===== config.mk =====
export PLATFORM = sky130hd
export DESIGN_NAME = crc16_frame_receiver_unit_flat
export DESIGN_NICKNAME = d
export VERILOG_FILES = /design/src/sv/crc16fr_pkg.sv /design/src/sv/crc16fr_if.sv /design/src/sv/crc16_frame_receiver_unit.sv /design/src/flat_wrapper.sv
export SDC_FILE = /design/constraint.sdc
export NUM_CORES = 1
export LEC_CHECK = 0
export BUFFER_PORTS_ARGS = -buffer_cell sky130_fd_sc_hd__buf_2
export CORE_MARGIN = 10
export CORE_UTILIZATION = 50
export CTS_CLUSTER_SIZE = 20
export DETAILED_ROUTE_END_ITERATION = 10
export PLACE_DENSITY = 0.69
export SLEW_MARGIN = 10
export SYNTH_ARGS = -nofsm -noshare
export SYNTH_HDL_FRONTEND = slang
export SYNTH_SLANG_ARGS = --single-unit

===== constraint.sdc =====
create_clock -name clk -period 2.8 [get_ports clk]
set_clock_uncertainty 0.05 [all_clocks]
set_input_delay 0.14 -clock clk [delete_from_list [all_inputs] [get_ports clk]]
set_output_delay 0.14 -clock clk [all_outputs]
set_load 0.005 [all_outputs]

===== src/sv/crc16fr_pkg.sv =====
// crc16fr_pkg: result kind codes and CRC-16/MODBUS constants for the frame receiver.
// No dependencies; used by the result channel interface, the receiver unit and the testbench.
`default_nettype none

package crc16fr_pkg;

  typedef enum logic [1:0] {
    KIND_WORD    = 2'd0,
    KIND_EMPTY   = 2'd1,
    KIND_CRC_ERR = 2'd2,
    KIND_BAD_LEN = 2'd3
  } kind_t;

  localparam logic [15:0] CRC_INIT = 16'hFFFF;
  localparam logic [15:0] CRC_POLY = 16'hA001;

endpackage

`default_nettype wire


===== src/sv/crc16fr_if.sv =====
// crc16fr_if: valid/ready channel interfaces for received bytes and for results.
// Depends on crc16fr_pkg for the result kind type.
`default_nettype none

interface crc16fr_byte_if;
  logic       valid;
  logic       ready;
  logic [7:0] rx_byte;

  modport source (output valid, output rx_byte, input ready);
  modport sink   (input valid, input rx_byte, output ready);
endinterface

interface crc16fr_result_if;
  crc16fr_pkg::kind_t kind;
  logic               valid;
  logic               ready;
  logic [7:0]         frame_address;
  logic [7:0]         frame_command;
  logic [3:0]         word_index;
  logic [15:0]        word_value;
  logic [4:0]         word_count;
  logic               last;

  modport source (output valid, output kind, output frame_address, output frame_command,
                  output word_index, output word_value, output word_count, output last,
                  input ready);
  modport sink   (input valid, input kind, input frame_address, input frame_command,
                  input word_index, input word_value, input word_count, input last,
                  output ready);
endinterface

`default_nettype wire


===== src/sv/crc16_frame_receiver_unit.sv =====
// crc16_frame_receiver_unit: framed packet receiver with CRC-16/MODBUS check.
// Depends on crc16fr_pkg and the channel interfaces in crc16fr_if.sv.
`default_nettype none

// Receives one byte per transaction on in_if. Bytes are dropped until one
// equals the start marker (cfg_wr_data, written with cfg_wr_en); then come
// address, command, data byte count, the data bytes (paired into
// little-endian words) and the received CRC, low byte first. The CRC
// (init 0xFFFF, reflected poly 0xA001, no final xor) covers address through
// last data byte. A good frame yields one result per word (last flagged on
// the final one), or one empty-frame result when the count is zero; a CRC
// mismatch gives one error result, an odd count or one above 2*MAX_WORDS
// gives one bad-length result as soon as the count byte arrives.
// Timing: the CRC is run by one shared shift/xor unit, one bit per cycle,
// so a byte covered by the CRC (address, command, count, data) occupies the
// receiver for its transaction plus 8 CRC steps; marker hunting and the
// CRC bytes take only the transaction. A single result waits for a free
// output register; a good frame drains word by word, each through a
// registered read of the word store, then the output register, held while
// the sink stalls. The output register lets a finished result wait while
// the next byte is taken in. The word store needs no clearing after reset.
module crc16_frame_receiver_unit #(
  parameter int MAX_WORDS = 16
) (
  input  wire logic        clk,
  input  wire logic        rst_n,
  input  wire logic        cfg_wr_en,
  input  wire logic [7:0]  cfg_wr_data,
  crc16fr_byte_if.sink     in_if,
  crc16fr_result_if.source out_if
);
  import crc16fr_pkg::*;

  // Store address width, byte counter width (holds 2*MAX_WORDS), word count width
  localparam int AW = (MAX_WORDS > 1) ? $clog2(MAX_WORDS) : 1;
  localparam int CW = $clog2(2 * MAX_WORDS + 1);
  localparam int NW = $clog2(MAX_WORDS + 1);
  localparam logic [8:0] MAX_LEN = 9'(2 * MAX_WORDS);

  // Sequencer
  typedef enum logic [4:0] {
    ST_IDLE   = 5'b00001,
    ST_CRC    = 5'b00010,
    ST_SINGLE = 5'b00100,
    ST_READ   = 5'b01000,
    ST_WORD   = 5'b10000
  } seq_t;

  // Position within the frame
  typedef enum logic [6:0] {
    PH_HUNT  = 7'b0000001,
    PH_ADDR  = 7'b0000010,
    PH_CMD   = 7'b0000100,
    PH_LEN   = 7'b0001000,
    PH_DATA  = 7'b0010000,
    PH_CRCLO = 7'b0100000,
    PH_CRCHI = 7'b1000000
  } phase_t;

  seq_t          seq_r, seq_nxt;
  phase_t        phase_r, phase_nxt;
  logic [7:0]    marker_r;
  logic [15:0]   crc_r, crc_nxt;
  logic [2:0]    bit_cnt_r, bit_cnt_nxt;
  logic [CW-1:0] byte_cnt_r, byte_cnt_nxt;
  kind_t         single_kind_r, single_kind_nxt;
  logic [AW-1:0] rd_idx_r, rd_idx_nxt;
  logic [NW-1:0] cnt_r, cnt_nxt;

  // Frame payload holds
  logic [7:0]    addr_r, cmd_r, len_r, low_r, crc_low_r;
  logic [15:0]   rd_data_r;
  logic [15:0]   mem [MAX_WORDS];

  // Output register
  logic          out_valid_r;
  kind_t         out_kind_r;
  logic [7:0]    out_addr_r, out_cmd_r;
  logic [3:0]    out_idx_r;
  logic [15:0]   out_value_r;
  logic [4:0]    out_count_r;
  logic          out_last_r;

  logic          in_acc, out_free, load_single, load_word;
  logic [7:0]    b;
  logic [CW-1:0] byte_cnt_inc;
  logic          len_bad;
  logic [15:0]   rx_crc;

  assign in_if.ready = (seq_r == ST_IDLE);
  assign in_acc      = in_if.valid && in_if.ready;
  assign b           = in_if.rx_byte;
  assign out_free    = !out_valid_r || out_if.ready;
  assign load_single = (seq_r == ST_SINGLE) && out_free;
  assign load_word   = (seq_r == ST_WORD) && out_free;

  assign byte_cnt_inc = byte_cnt_r + CW'(1);
  assign len_bad      = b[0] || ({1'b0, b} > MAX_LEN);
  assign rx_crc       = {b, crc_low_r};

  always_comb begin
    seq_nxt         = seq_r;
    phase_nxt       = phase_r;
    crc_nxt         = crc_r;
    bit_cnt_nxt     = bit_cnt_r;
    byte_cnt_nxt    = byte_cnt_r;
    single_kind_nxt = single_kind_r;
    rd_idx_nxt      = rd_idx_r;
    cnt_nxt         = cnt_r;
    unique case (seq_r)
      ST_IDLE: begin
        if (in_acc) begin
          unique case (phase_r)
            PH_HUNT: begin
              if (b == marker_r) begin
                crc_nxt      = CRC_INIT;
                byte_cnt_nxt = '0;
                phase_nxt    = PH_ADDR;
              end
            end
            PH_ADDR: begin
              crc_nxt   = crc_r ^ {8'h00, b};
              seq_nxt   = ST_CRC;
              phase_nxt = PH_CMD;
            end
            PH_CMD: begin
              crc_nxt   = crc_r ^ {8'h00, b};
              seq_nxt   = ST_CRC;
              phase_nxt = PH_LEN;
            end
            PH_LEN: begin
              byte_cnt_nxt = '0;
              if (len_bad) begin
                // no CRC needed: the next hunt reloads it
                single_kind_nxt = KIND_BAD_LEN;
                seq_nxt         = ST_SINGLE;
                phase_nxt       = PH_HUNT;
              end else begin
                crc_nxt   = crc_r ^ {8'h00, b};
                seq_nxt   = ST_CRC;
                phase_nxt = (b == 8'h00) ? PH_CRCLO : PH_DATA;
              end
            end
            PH_DATA: begin
              crc_nxt      = crc_r ^ {8'h00, b};
              seq_nxt      = ST_CRC;
              byte_cnt_nxt = byte_cnt_inc;
              if (9'(byte_cnt_inc) >= {1'b0, len_r}) begin
                phase_nxt = PH_CRCLO;
              end
            end
            PH_CRCLO: begin
              phase_nxt = PH_CRCHI;
            end
            PH_CRCHI: begin
              phase_nxt = PH_HUNT;
              if (rx_crc != crc_r) begin
                single_kind_nxt = KIND_CRC_ERR;
                seq_nxt         = ST_SINGLE;
              end else if (len_r == 8'h00) begin
                single_kind_nxt = KIND_EMPTY;
                seq_nxt         = ST_SINGLE;
              end else begin
                cnt_nxt    = NW'(len_r >> 1);
                rd_idx_nxt = '0;
                seq_nxt    = ST_READ;
              end
            end
            default: phase_nxt = PH_HUNT;
          endcase
        end
      end
      ST_CRC: begin
        // one bit of the reflected CRC per cycle
        crc_nxt     = crc_r[0] ? ((crc_r >> 1) ^ CRC_POLY) : (crc_r >> 1);
        bit_cnt_nxt = bit_cnt_r + 3'd1;
        if (bit_cnt_r == 3'd7) begin
          seq_nxt = ST_IDLE;
        end
      end
      ST_SINGLE: begin
        if (out_free) begin
          seq_nxt = ST_IDLE;
        end
      end
      ST_READ: begin
        seq_nxt = ST_WORD;
      end
      ST_WORD: begin
        if (out_free) begin
          if (NW'(rd_idx_r) + NW'(1) == cnt_r) begin
            seq_nxt = ST_IDLE;
          end else begin
            rd_idx_nxt = rd_idx_r + AW'(1);
            seq_nxt    = ST_READ;
          end
        end
      end
      default: seq_nxt = ST_IDLE;
    endcase
  end

  // Control state
  always_ff @(posedge clk) begin
    if (!rst_n) begin
      seq_r         <= ST_IDLE;
      phase_r       <= PH_HUNT;
      marker_r      <= 8'h00;
      crc_r         <= CRC_INIT;
      bit_cnt_r     <= '0;
      byte_cnt_r    <= '0;
      single_kind_r <= KIND_EMPTY;
      rd_idx_r      <= '0;
      cnt_r         <= '0;
      out_valid_r   <= 1'b0;
    end else begin
      seq_r         <= seq_nxt;
      phase_r       <= phase_nxt;
      crc_r         <= crc_nxt;
      bit_cnt_r     <= bit_cnt_nxt;
      byte_cnt_r    <= byte_cnt_nxt;
      single_kind_r <= single_kind_nxt;
      rd_idx_r      <= rd_idx_nxt;
      cnt_r         <= cnt_nxt;
      if (cfg_wr_en) begin
        marker_r <= cfg_wr_data;
      end
      if (load_single || load_word) begin
        out_valid_r <= 1'b1;
      end else if (out_if.ready) begin
        out_valid_r <= 1'b0;
      end
    end
  end

  // Frame holds and word store
  always_ff @(posedge clk) begin
    if (in_acc) begin
      unique case (phase_r)
        PH_ADDR:  addr_r    <= b;
        PH_CMD:   cmd_r     <= b;
        PH_LEN:   len_r     <= b;
        PH_CRCLO: crc_low_r <= b;
        PH_DATA: begin
          if (!byte_cnt_r[0]) begin
            low_r <= b;
          end else begin
            mem[byte_cnt_r[AW:1]] <= {b, low_r};
          end
        end
        default: ;
      endcase
    end
    if (seq_r == ST_READ) begin
      rd_data_r <= mem[rd_idx_r];
    end
  end

  // Output payload
  always_ff @(posedge clk) begin
    if (load_single) begin
      out_kind_r  <= single_kind_r;
      out_addr_r  <= addr_r;
      out_cmd_r   <= cmd_r;
      out_idx_r   <= 4'd0;
      out_value_r <= 16'h0000;
      out_count_r <= 5'd0;
      out_last_r  <= 1'b1;
    end else if (load_word) begin
      out_kind_r  <= KIND_WORD;
      out_addr_r  <= addr_r;
      out_cmd_r   <= cmd_r;
      out_idx_r   <= 4'(rd_idx_r);
      out_value_r <= rd_data_r;
      out_count_r <= 5'(cnt_r);
      out_last_r  <= (NW'(rd_idx_r) + NW'(1) == cnt_r);
    end
  end

  assign out_if.valid         = out_valid_r;
  assign out_if.kind          = out_kind_r;
  assign out_if.frame_address = out_addr_r;
  assign out_if.frame_command = out_cmd_r;
  assign out_if.word_index    = out_idx_r;
  assign out_if.word_value    = out_value_r;
  assign out_if.word_count    = out_count_r;
  assign out_if.last          = out_last_r;

endmodule

`default_nettype wire


===== src/flat_wrapper.sv =====
// flat-port wrapper written by rule: the top's interface ports become plain ports
module crc16_frame_receiver_unit_flat import crc16fr_pkg::*;
#(
  parameter int MAX_WORDS = 16
)
  (clk, rst_n, cfg_wr_en, cfg_wr_data, in_if_valid, in_if_rx_byte, in_if_ready, out_if_valid, out_if_kind, out_if_frame_address, out_if_frame_command, out_if_word_index, out_if_word_value, out_if_word_count, out_if_last, out_if_ready);
  crc16fr_byte_if in_if_i ();
  crc16fr_result_if out_if_i ();
  input  wire logic clk;
  input  wire logic rst_n;
  input  wire logic cfg_wr_en;
  input  wire logic [7:0] cfg_wr_data;
  input wire logic [$bits(in_if_i.valid)-1:0] in_if_valid;
  input wire logic [$bits(in_if_i.rx_byte)-1:0] in_if_rx_byte;
  output wire logic [$bits(in_if_i.ready)-1:0] in_if_ready;
  output wire logic [$bits(out_if_i.valid)-1:0] out_if_valid;
  output wire logic [$bits(out_if_i.kind)-1:0] out_if_kind;
  output wire logic [$bits(out_if_i.frame_address)-1:0] out_if_frame_address;
  output wire logic [$bits(out_if_i.frame_command)-1:0] out_if_frame_command;
  output wire logic [$bits(out_if_i.word_index)-1:0] out_if_word_index;
  output wire logic [$bits(out_if_i.word_value)-1:0] out_if_word_value;
  output wire logic [$bits(out_if_i.word_count)-1:0] out_if_word_count;
  output wire logic [$bits(out_if_i.last)-1:0] out_if_last;
  input wire logic [$bits(out_if_i.ready)-1:0] out_if_ready;
  assign in_if_i.valid = in_if_valid;
  assign in_if_i.rx_byte = in_if_rx_byte;
  assign in_if_ready = in_if_i.ready;
  assign out_if_valid = out_if_i.valid;
  assign out_if_kind = out_if_i.kind;
  assign out_if_frame_address = out_if_i.frame_address;
  assign out_if_frame_command = out_if_i.frame_command;
  assign out_if_word_index = out_if_i.word_index;
  assign out_if_word_value = out_if_i.word_value;
  assign out_if_word_count = out_if_i.word_count;
  assign out_if_last = out_if_i.last;
  assign out_if_i.ready = out_if_ready;
  crc16_frame_receiver_unit #(.MAX_WORDS(MAX_WORDS)) u_core (.clk(clk), .rst_n(rst_n), .cfg_wr_en(cfg_wr_en), .cfg_wr_data(cfg_wr_data), .in_if(in_if_i), .out_if(out_if_i));
endmodule

==> impl_metrics.toml, run 1 <==
[critical_path]
crit_fanout = 11
worstPathRequired_ns = 2.96
crit_type = "register to register"
end_kind = "register"
cp-start-kind = "register"
crit_arrival_ns = 2.69

[sta]
rsz0062_at_grt = "no"
setup_viol_count_final = 0
hold_viol = 0
setup_ws_ns = 0.264
relSlewSlack = 0.437
fmax_mhz = 394
worst_slew_pin_slew_ns = 0.844
fin_hold_ws_ns = 0.0839
drv_slew = 0
setup_tns_ns = 0
fin_crit_sh = 0.906
fin_crit_ns = 2.54

[synthesis]
synth_ff_type = "edfxtp_1"
ys_ff_latch = 413
avgSynthCellArea_um2 = 16.6
async_reset_ff_frac = 0
syn_inst = 976
ys_warn_count = 0
synthesis.area_um2 = 16200
ys_seq_area_frac = 0.713
synth_cell_types = 61
synth-edff-count = 330
synth_nets = 1007

[finish]
n_fill_cell = 2350
finalNetCount = 1156
synthToLayoutAreaGrowth_pct = 17.6
mostFrequentLayoutCell = "edfxtp_1"
num_antenna_cells = 0
drive_above_1_share = 0.244
final_cell_mix = "edfxtp_1 (330), nand2_1 (81), mux4_2 (80), dfxtp_1 (80), buf_2 (66)"

[global_routing]
grt_max_degree = 51
grt_pass1_wl_mm = 57.2
grt_pass1_vias = 9353
grt.overflow.total = 0
antenna_found_initial = 0
grt_usage = 0.183

[power_and_ir_drop]
ir_drop_uv = 469
power_density_nw_per_um2 = 684
leakage_nw = 6.40

[drt]
first_pass_iters = 6
routed-via-count = 9259
drt_iter0_drc = 922
wl_mm = 37.2
viasPerCell = 5.81
drc = 0
drtAntennaViolNets = 0
avgRoutedWirePerCell_um = 23.4

[cts]
cts_buffers = 43
postCtsSetupRepairBufs = 0
cts_sinks = 413
worstSkewPairLatency_ns = 0.54
htreeDepth = 2
clk_path_buf_depth = 3
path_clk_slew_ns = 0.06
cts_tree = "yes"
root_buffer = "clkbuf_16"

[placement]
hpwl_mm = 22.9
gp_congestion = 0.861
portBuffers = 66
pre_cts_slack_ns = 0.194

[run_status]
outcome = "finished clean"

[floorplanning]
dieArea_um2 = 40100
initial_core_util = 0.510
io_pins = 67
rows = 65
die_height_um = 200
core_um2 = 31800
die_w_um = 200

[job]
maxCapViolCount = 0

[hold_path]
hp-class = "input pin to register"
-- cells in the mapped netlist (all sizes together) (2+ instances only) --
cell type,n,share of area
a21boi,2,0.00092
xnor2,21,0.011
o21a,2,0.00092
nor2,58,0.013
a21o,2,0.00092
o22ai,9,0.0035
o21ai,14,0.0043
o311a,7,0.0043
nor3,12,0.0040
o22a,8,0.0043
nand3b,2,0.0012
inv,11,0.0025
nand3,29,0.0089
o21bai,2,0.00092
mux2i,20,0.012
nor4,7,0.0036
edfxtp,330,0.61
a211oi,5,0.0026
o211ai,9,0.0042
dfxtp,83,0.10
ha,10,0.0077
and3,8,0.0034
nand2b,8,0.0031
a31oi,4,0.0015
nor2b,2,0.00077
xor2,16,0.0086
mux4,80,0.11
or3,6,0.0023
clkbuf,34,0.0079
nor3b,5,0.0023
nand2,81,0.019
nand4,5,0.0019
a211o,3,0.0016
nand4b,3,0.0020
buf,11,0.0032
and4b,4,0.0025
and2,9,0.0035
a21oi,40,0.013
-- flip-flops by register name, indices dropped and copies added, names as in the netlist, 16 cells and up --
register / count
u_core.crc_r: 16
u_core.mem: 256
u_core.out_if.word_value: 16
u_core.rd_data_r: 16
-- power by group --
part           internal [W]  switching, W  total, W  leakage, nW
logic              0.000361      0.000534  0.000894         2.13
registers           0.00675     0.0000932   0.00684         3.64
clock network       0.00302       0.00230   0.00531        0.630
-- what timing repair did --
action                                  4_1_cts  5_1_grt
gates resized for setup                       0        2
endpoints found under the setup margin        0        6
endpoints found under the hold margin        34        0
hold buffers                                 24        0
-- layer usage --
metal,wire length (µm),global-route usage,part of all wire,vias to the layer above
met5,0,0,0,-
met4,622,0.0452,0.017,0
met3,2360,0.0276,0.064,56
met2,18100,0.293,0.49,315
met1,16200,0.259,0.43,4745
li1,-,-,-,4143
-- worst max-delay path, cell delays in order, from the launching register on --
cell	delay, ns
dfxtp_1	0.35
nor3_2	0.39
and4b_1	0.40
and3_1	0.23
and2_1	0.15
nand2_1	0.13
nor2_1	0.20
buf_4	0.28
-- logic make-up after synthesis --
kind of cell,synth area share
flip-flops,0.713
XOR/XNOR,0.0200
adder cells (fa/ha/maj),0.00771
multiplexers,0.123
AND/OR/NAND/NOR,0.0757
AO/OA/AOI/OAI,0.0468
buffers and inverters,0.0136
-- cell type report --
cell class,count,area (µm²),share of cell area
flip-flops and latches,413,11600,0.607
multi-input cells,507,4470,0.234
repair buffers,149,1140,0.0596
clock buffers,50,1100,0.0577
well taps,435,544,0.0285
clock inverters,28,211,0.0111
inverters,11,41.3,0.00216
-- worst paths after layout --
check / endpoint / startpoint / slack, ns / cells past startpoint
worst max-delay path: u_core.mem[5][0]$_DFFE_PP_ / u_core.phase_r[6]$_SDFFE_PN0P_ / 0.26 / 7
worst min-delay path: u_core.crc_low_r[2]$_DFFE_PP_ / in_if_rx_byte[2] / 0.08 / 2
worst max register to register: u_core.mem[5][0]$_DFFE_PP_ / u_core.phase_r[6]$_SDFFE_PN0P_ / 0.26 / 7
worst min register to register: u_core.out_if.frame_address[2]$_DFFE_PP_ / u_core.addr_r[2]$_DFFE_PP_ / 0.37 / 0
-- per-stage QoR --
| stage | total power [W] | area [µm²] | cells | utilization |
|---|---|---|---|---|
| 3_5_place_dp | 0.00783 | 17500 | 1491 | 0.551 |
| 4_1_cts | 0.0131 | 19100 | 1593 | 0.600 |
| 5_1_grt | 0.0135 | 19100 | 1593 | 0.600 |
| 2_1_floorplan | 0.00744 | 16300 | 976 | - |
| 6_report | 0.0130 | 19100 | 1593 | 0.600 |
| 3_3_place_gp | 0.00781 | 17500 | 1491 | 0.551 |
No activity file was read; power rests on OpenSTA's default activity.
==> run 2, diff against run 1 <==
--- a/config.mk
+++ b/config.mk
@@ -10,7 +10,7 @@
 export CORE_UTILIZATION = 50
 export CTS_CLUSTER_SIZE = 20
 export DETAILED_ROUTE_END_ITERATION = 10
-export PLACE_DENSITY = 0.69
+export PLACE_DENSITY = 0.67
 export SLEW_MARGIN = 10
 export SYNTH_ARGS = -nofsm -noshare
 export SYNTH_HDL_FRONTEND = slang
==> constraint.sdc (replaced) <==
create_clock -name clk -period 3.1 [get_ports clk]
set_clock_uncertainty 0.05 [all_clocks]
set_input_delay 0.155 -clock clk [delete_from_list [all_inputs] [get_ports clk]]
set_output_delay 0.155 -clock clk [all_outputs]
set_load 0.005 [all_outputs]
==> run 2 against run 1 <==
Effect of this change: clock-buffer cell count is 14 higher; worst hold slack worse by 0.067 ns; final cell count is 0.94% lower; first-iteration DRC count is 21% lower; die area stayed put; global-route usage is 0.25 points lower; total power is 11% lower; combinational power is 11% lower; sequential cell count stayed put; clock power is 11% lower.
==> impl_metrics.toml, run 2 (synthesized netlist as in run 1, its figures left out) <==
[critical_path]
crit_slowest_cell = "dfxtp_1"
crit_end = "u_core.phase_r[1]$_SDFFE_PN0P_"
rr_worst_depth = 10
worstPathRequired_ns = 3.50
crit_fanout = 12
path_cells = "nand3_1 > nor3_1 > xor2_1 > ha_1 > a211o_1 > a21oi_1 > o21ai_0 > a31oi_1 > o21ai_0 > a21oi_1"
end_kind = "register"
worstReg2RegStart = "u_core.byte_cnt_r[2]$_SDFFE_PN0P_"
cp-start-kind = "register"
r2r_slack_ns = 0.44
crit_type = "register to register"
timing.rr.end = "u_core.phase_r[1]$_SDFFE_PN0P_"
crit_arrival_ns = 3.06
setup.worst_path.start = "u_core.byte_cnt_r[2]$_SDFFE_PN0P_"
crit_path_max_incr_delay_ns = 0.62

[floorplanning]
die_height_um = 200
die_w_um = 200
core_um2 = 31800
rows = 65
io_pins = 67
initial_core_util = 0.510
dieArea_um2 = 40100

[cts]
path_clk_slew_ns = 0.06
cts_sinks = 413
clk_path_buf_depth = 3
cts_tree = "yes"
root_buffer = "clkbuf_16"
cts_buffers = 42
worstSkewPairLatency_ns = 0.54
postCtsSetupRepairBufs = 0
htreeDepth = 2

[placement]
gp_congestion = 0.865
portBuffers = 66
hpwl_mm = 23.1
pre_cts_slack_ns = 0.545
postPlaceCellArea_um2 = 17400

[power_and_ir_drop]
power_density_nw_per_um2 = 619
leakage_nw = 6.32
ir_drop_uv = 422
power_w = 0.0117

[drt]
first_pass_iters = 5
viasPerCell = 5.73
met1_length_mm = 15.3
met2WireLength_mm = 18.1
top_layer = "met4"
routed-via-count = 9037
drtAntennaViolNets = 0
met3_length_mm = 2.32
avgRoutedWirePerCell_um = 23.0
wl_mm = 36.4
drt_iter0_drc = 730
drc = 0

[global_routing]
antenna_found_initial = 1
grt.overflow.total = 0
grt_pass1_vias = 9227
grt_usage = 0.181
grt_max_degree = 68
grt_pass1_wl_mm = 56.8

[sta]
hold_viol = 0
fin_crit_sh = 0.857
worst_slew_pin_slew_ns = 0.851
fmax_mhz = 376
fin_crit_ns = 2.66
relSlewSlack = 0.433
setup_tns_ns = 0
setup_viol_count_final = 0
setup_ws_ns = 0.443
rsz0062_at_grt = "no"
drv_slew = 0

[finish]
final_cell_mix = "edfxtp_1 (330), nand2_1 (81), dfxtp_1 (81)"
drive_above_1_share = 0.236
num_antenna_cells = 0
synthToLayoutAreaGrowth_pct = 16.1
finalNetCount = 1144
fin_area_um2 = 18800
largest_reg_flops = 256
mostFrequentLayoutCell = "edfxtp_1"

[run_status]
outcome = "finished clean"

[job]
maxCapViolCount = 0

[hold_path]
hp-class = "input pin to register"
run 2: cell types whose count changed in the layout (fill, tap and decap cells not counted), moves of 3 or more:
cell / change
buf_12: -8
clkbuf_1: +14
clkinvlp_4: -3
buf_4: +3
dlygate4sd3_1: -6
clkinv_1: -13
run 2: worst max-delay path: cells and delay by family (launching register included):
family | cells | cell delay (ns)
AOI/OAI and AO/OA | 6 | 1.16
xor gates and xnor gates | 1 | 0.12
adders and majority gates | 1 | 0.22
DFF | 1 | 0.62
and+or+nand+nor | 2 | 0.41
run 2: area by class of cell:
| class | instances | area [µm²] |
|---|---|---|
| well taps | 435 | 544 |
| repair buffers | 138 | 941 |
| multi-input cells | 507 | 4470 |
| clock inverters | 10 | 128 |
| fillers | 2383 | 13000 |
| flip-flops and latches | 413 | 11600 |
| clock buffers | 64 | 1140 |
| inverters | 11 | 41.3 |
run 2: power by group:
| group | internal, W | leakage [nW] | switching, W | total, W |
|---|---|---|---|---|
| clock | 0.00272 | 0.613 | 0.00198 | 0.00470 |
| combinational | 0.000307 | 2.06 | 0.000488 | 0.000796 |
| sequential | 0.00609 | 3.64 | 0.0000814 | 0.00617 |
| total | 0.00912 | 6.32 | 0.00255 | 0.0117 |
run 2: worst min path at each step:
stage / from / slack [ns] / end / cells past startpoint
2_1_floorplan: in_if_rx_byte[0] / 0.20 / u_core.addr_r[0]$_DFFE_PP_ / 0
5_1_grt: in_if_rx_byte[1] / 0.009 / u_core.len_r[1]$_DFFE_PP_ / 1
3_3_place_gp: cfg_wr_data[0] / 0.34 / u_core.marker_r[0]$_SDFFE_PN0P_ / 3
4_1_cts: cfg_wr_en / 0.001 / u_core.marker_r[5]$_SDFFE_PN0P_ / 3
6_report: cfg_wr_en / 0.02 / u_core.marker_r[5]$_SDFFE_PN0P_ / 3
3_5_place_dp: cfg_wr_data[1] / 0.35 / u_core.marker_r[1]$_SDFFE_PN0P_ / 3
run 2: stage by stage:
stage | util | std cells | hold slack [ns]
after floorplan | - | 976 | 0.204
after global placement | 0.547 | 1486 | 0.341
after detailed placement | 0.547 | 1486 | 0.352
after CTS | 0.592 | 1578 | 0.00139
after global routing | 0.592 | 1578 | 0.00945
final | 0.592 | 1578 | 0.0168
run 2: timing repair:
item / in CTS / in global routing
hold endpoints to repair: 24 / 0
hold buffers: 18 / 0
gates resized for setup: 0 / 0
run 2: metal layers:
metal / up-vias / track usage
met4: 0 / 0.0412
met2: 300 / 0.300
met3: 45 / 0.0306
met1: 4599 / 0.244
li1: 4093 / -
met5: - / 0
==> run 3, diff against run 2 <==
--- a/config.mk
+++ b/config.mk
@@ -5,13 +5,14 @@
 export SDC_FILE = /design/constraint.sdc
 export NUM_CORES = 1
 export LEC_CHECK = 0
+export ABC_AREA = 1
 export BUFFER_PORTS_ARGS = -buffer_cell sky130_fd_sc_hd__buf_2
 export CORE_MARGIN = 10
 export CORE_UTILIZATION = 50
 export CTS_CLUSTER_SIZE = 20
 export DETAILED_ROUTE_END_ITERATION = 10
 export PLACE_DENSITY = 0.67
-export SLEW_MARGIN = 10
+export SLEW_MARGIN = 20
 export SYNTH_ARGS = -nofsm -noshare
 export SYNTH_HDL_FRONTEND = slang
 export SYNTH_SLANG_ARGS = --single-unit
==> run 3 against run 2 <==
Effect of this change: routed wire length increased by 10%; combinational power increased to 2.5 times the previous value; die area increased by 3.7%; non-clock buffer count decreased by 10; total power increased by 11%; largest power group unchanged; highest routed layer unchanged.
==> impl_metrics.toml, run 3 <==
[run_status]
outcome = "finished clean"

[finish]
synthToLayoutAreaGrowth_pct = 14.2
multi_input_area_um2 = 4730
drive_above_1_share = 0.142
finalNetCount = 1558
fin_util = 0.577
mostFrequentLayoutCell = "edfxtp_1"
largest_reg_flops = 256
final_cell_mix = "edfxtp_1 (330), nor2_1 (243), nand2_1 (142)"
num_antenna_cells = 0
stdcell_count = 2007
seqCellArea_um2 = 11600
n_fill_cell = 2682

[drt]
met2WireLength_mm = 19.3
drc = 0
avgRoutedWirePerCell_um = 20.0
viasPerCell = 5.58
drtAntennaViolNets = 0
routed-via-count = 11200
first_pass_iters = 5
wl_mm = 40.2
met3_length_mm = 2.26
drt_iter0_drc = 962
top_layer = "met4"
met1_length_mm = 17.7

[sta]
fin_hold_ws_ns = 0.0909
rsz0062_at_grt = "no"
fmax_mhz = 430
fin_crit_sh = 0.750
worst_slew_pin_slew_ns = 0.793
fin_crit_ns = 2.32
setup_viol_count_final = 0
relSlewSlack = 0.470
hold_viol = 0
drv_slew = 0
setup_tns_ns = 0

[power_and_ir_drop]
power_density_nw_per_um2 = 671
ir_drop_uv = 449
leakage_nw = 6.82

[global_routing]
grt_pass1_wl_mm = 62.6
grt_usage = 0.192
grt_max_degree = 133
grt.overflow.total = 0
antenna_found_initial = 0
grt_pass1_vias = 11200

[synthesis]
syn_inst = 1421
ys_ff_latch = 413
synth_cell_types = 44
synthTopCellsByCount = "edfxtp_1 (330), nor2_1 (244), nand2_1 (142), o21ai_0 (126), dfxtp_1 (83)"
synth_nets = 1452
avgSynthCellArea_um2 = 11.9
async_reset_ff_frac = 0
ys_seq_area_frac = 0.685
ys_warn_count = 0
yosys-top-cells-area = "edfxtp_1 (59%), dfxtp_1 (9.8%), nor2_1 (5.4%)"
synth_ff_type = "edfxtp_1"
yosysTopAreaCellShare = 0.586
synth-edff-count = 330
yosysTopAreaCell = "edfxtp_1"
yosysMostFrequentCell = "edfxtp_1"
synthesis.area_um2 = 16900

[cts]
root_buffer = "clkbuf_16"
cts_tree = "yes"
cts_buffers = 42
worstSkewPairLatency_ns = 0.55
path_clk_slew_ns = 0.06
cts_sinks = 413
clk_path_buf_depth = 3
post_cts_resized = 0
postCtsSetupRepairBufs = 0
htreeDepth = 2

[floorplanning]
die_w_um = 204
dieArea_um2 = 41500
io_pins = 67
die_height_um = 204
rows = 67
core_um2 = 33400
initial_core_util = 0.505

[placement]
portBuffers = 66
gp_congestion = 0.877
dp.cells = 1912
hpwl_mm = 24.3

[critical_path]
r2r_slack_ns = 0.78
crit_type = "register to register"
end_kind = "register"
worstPathRequired_ns = 3.51
crit_arrival_ns = 2.73
cp-start-kind = "register"
crit_fanout = 8

[hold_path]
hp-class = "input pin to register"

[job]
maxCapViolCount = 0
run 3: worst max-delay path, stage by stage (launching register included):
cell and delay (ns):
dfxtp_1 0.43, ha_1 0.21, nand2_1 0.07, nor2_1 0.12
xor2_1 0.21, ha_1 0.26, and3_1 0.18, nand4_1 0.09
nand4_2 0.21, nand2_2 0.22, nand2_1 0.07, a21oi_1 0.13
run 3: final cells by class:
class | count | area share
Clock inverter | 16 | 0.00635
Tap cell | 448 | 0.0291
Clock buffer | 60 | 0.0580
Inverter | 81 | 0.0163
Sequential cell | 413 | 0.600
Multi-Input combinational cell | 861 | 0.245
Timing Repair Buffer | 128 | 0.0450
run 3: timing repair:
item	4_1_cts	5_1_grt
endpoints found under the setup margin	0	0
hold endpoints to repair	16	0
hold buffers	19	0
run 3: layer usage:
metal	up-vias	GRT usage
met2	312	0.317
met5	-	0
met1	5513	0.259
met3	58	0.0284
met4	0	0.0546
li1	5316	-
run 3: path summary, 6_finish.rpt:
| path | end | cells after the start | startpoint |
|---|---|---|---|
| min reg2reg | u_core.out_if.frame_command[5]$_DFFE_PP_ | 0 | u_core.cmd_r[5]$_DFFE_PP_ |
| max | u_core.phase_r[5]$_SDFFE_PN0P_ | 11 | u_core.byte_cnt_r[0]$_SDFFE_PN0P_ |
| min | u_core.single_kind_r[0]$_SDFFE_PN1P_ | 3 | rst_n |
| max reg2reg | u_core.phase_r[5]$_SDFFE_PN0P_ | 11 | u_core.byte_cnt_r[0]$_SDFFE_PN0P_ |
run 3: through the flow:
step	setup slack, ns	area [µm²]	power [W]
after detailed placement	0.813	17900	0.00842
after global placement	0.856	17900	0.00838
after global routing	0.544	19300	0.0135
after floorplan	0.828	16900	0.00790
final	0.775	19300	0.0130
after CTS	0.792	19300	0.0130
run 3: logic make-up after synthesis:
logic type                 after synthesis  synth area share
DFF                                    413             0.685
and+or+nand+nor                        531             0.142
buffers and inverters                  147            0.0354
xor gates and xnor gates                26            0.0135
AOI/OAI and AO/OA                      249            0.0906
muxes                                   45            0.0267
adders and majority gates               10           0.00741
run 3: report_power, final:
part           total, W  internal, W  switching (W)
sequential      0.00634      0.00616       0.000182
combinational   0.00200     0.000664        0.00133
clock           0.00461      0.00261        0.00201
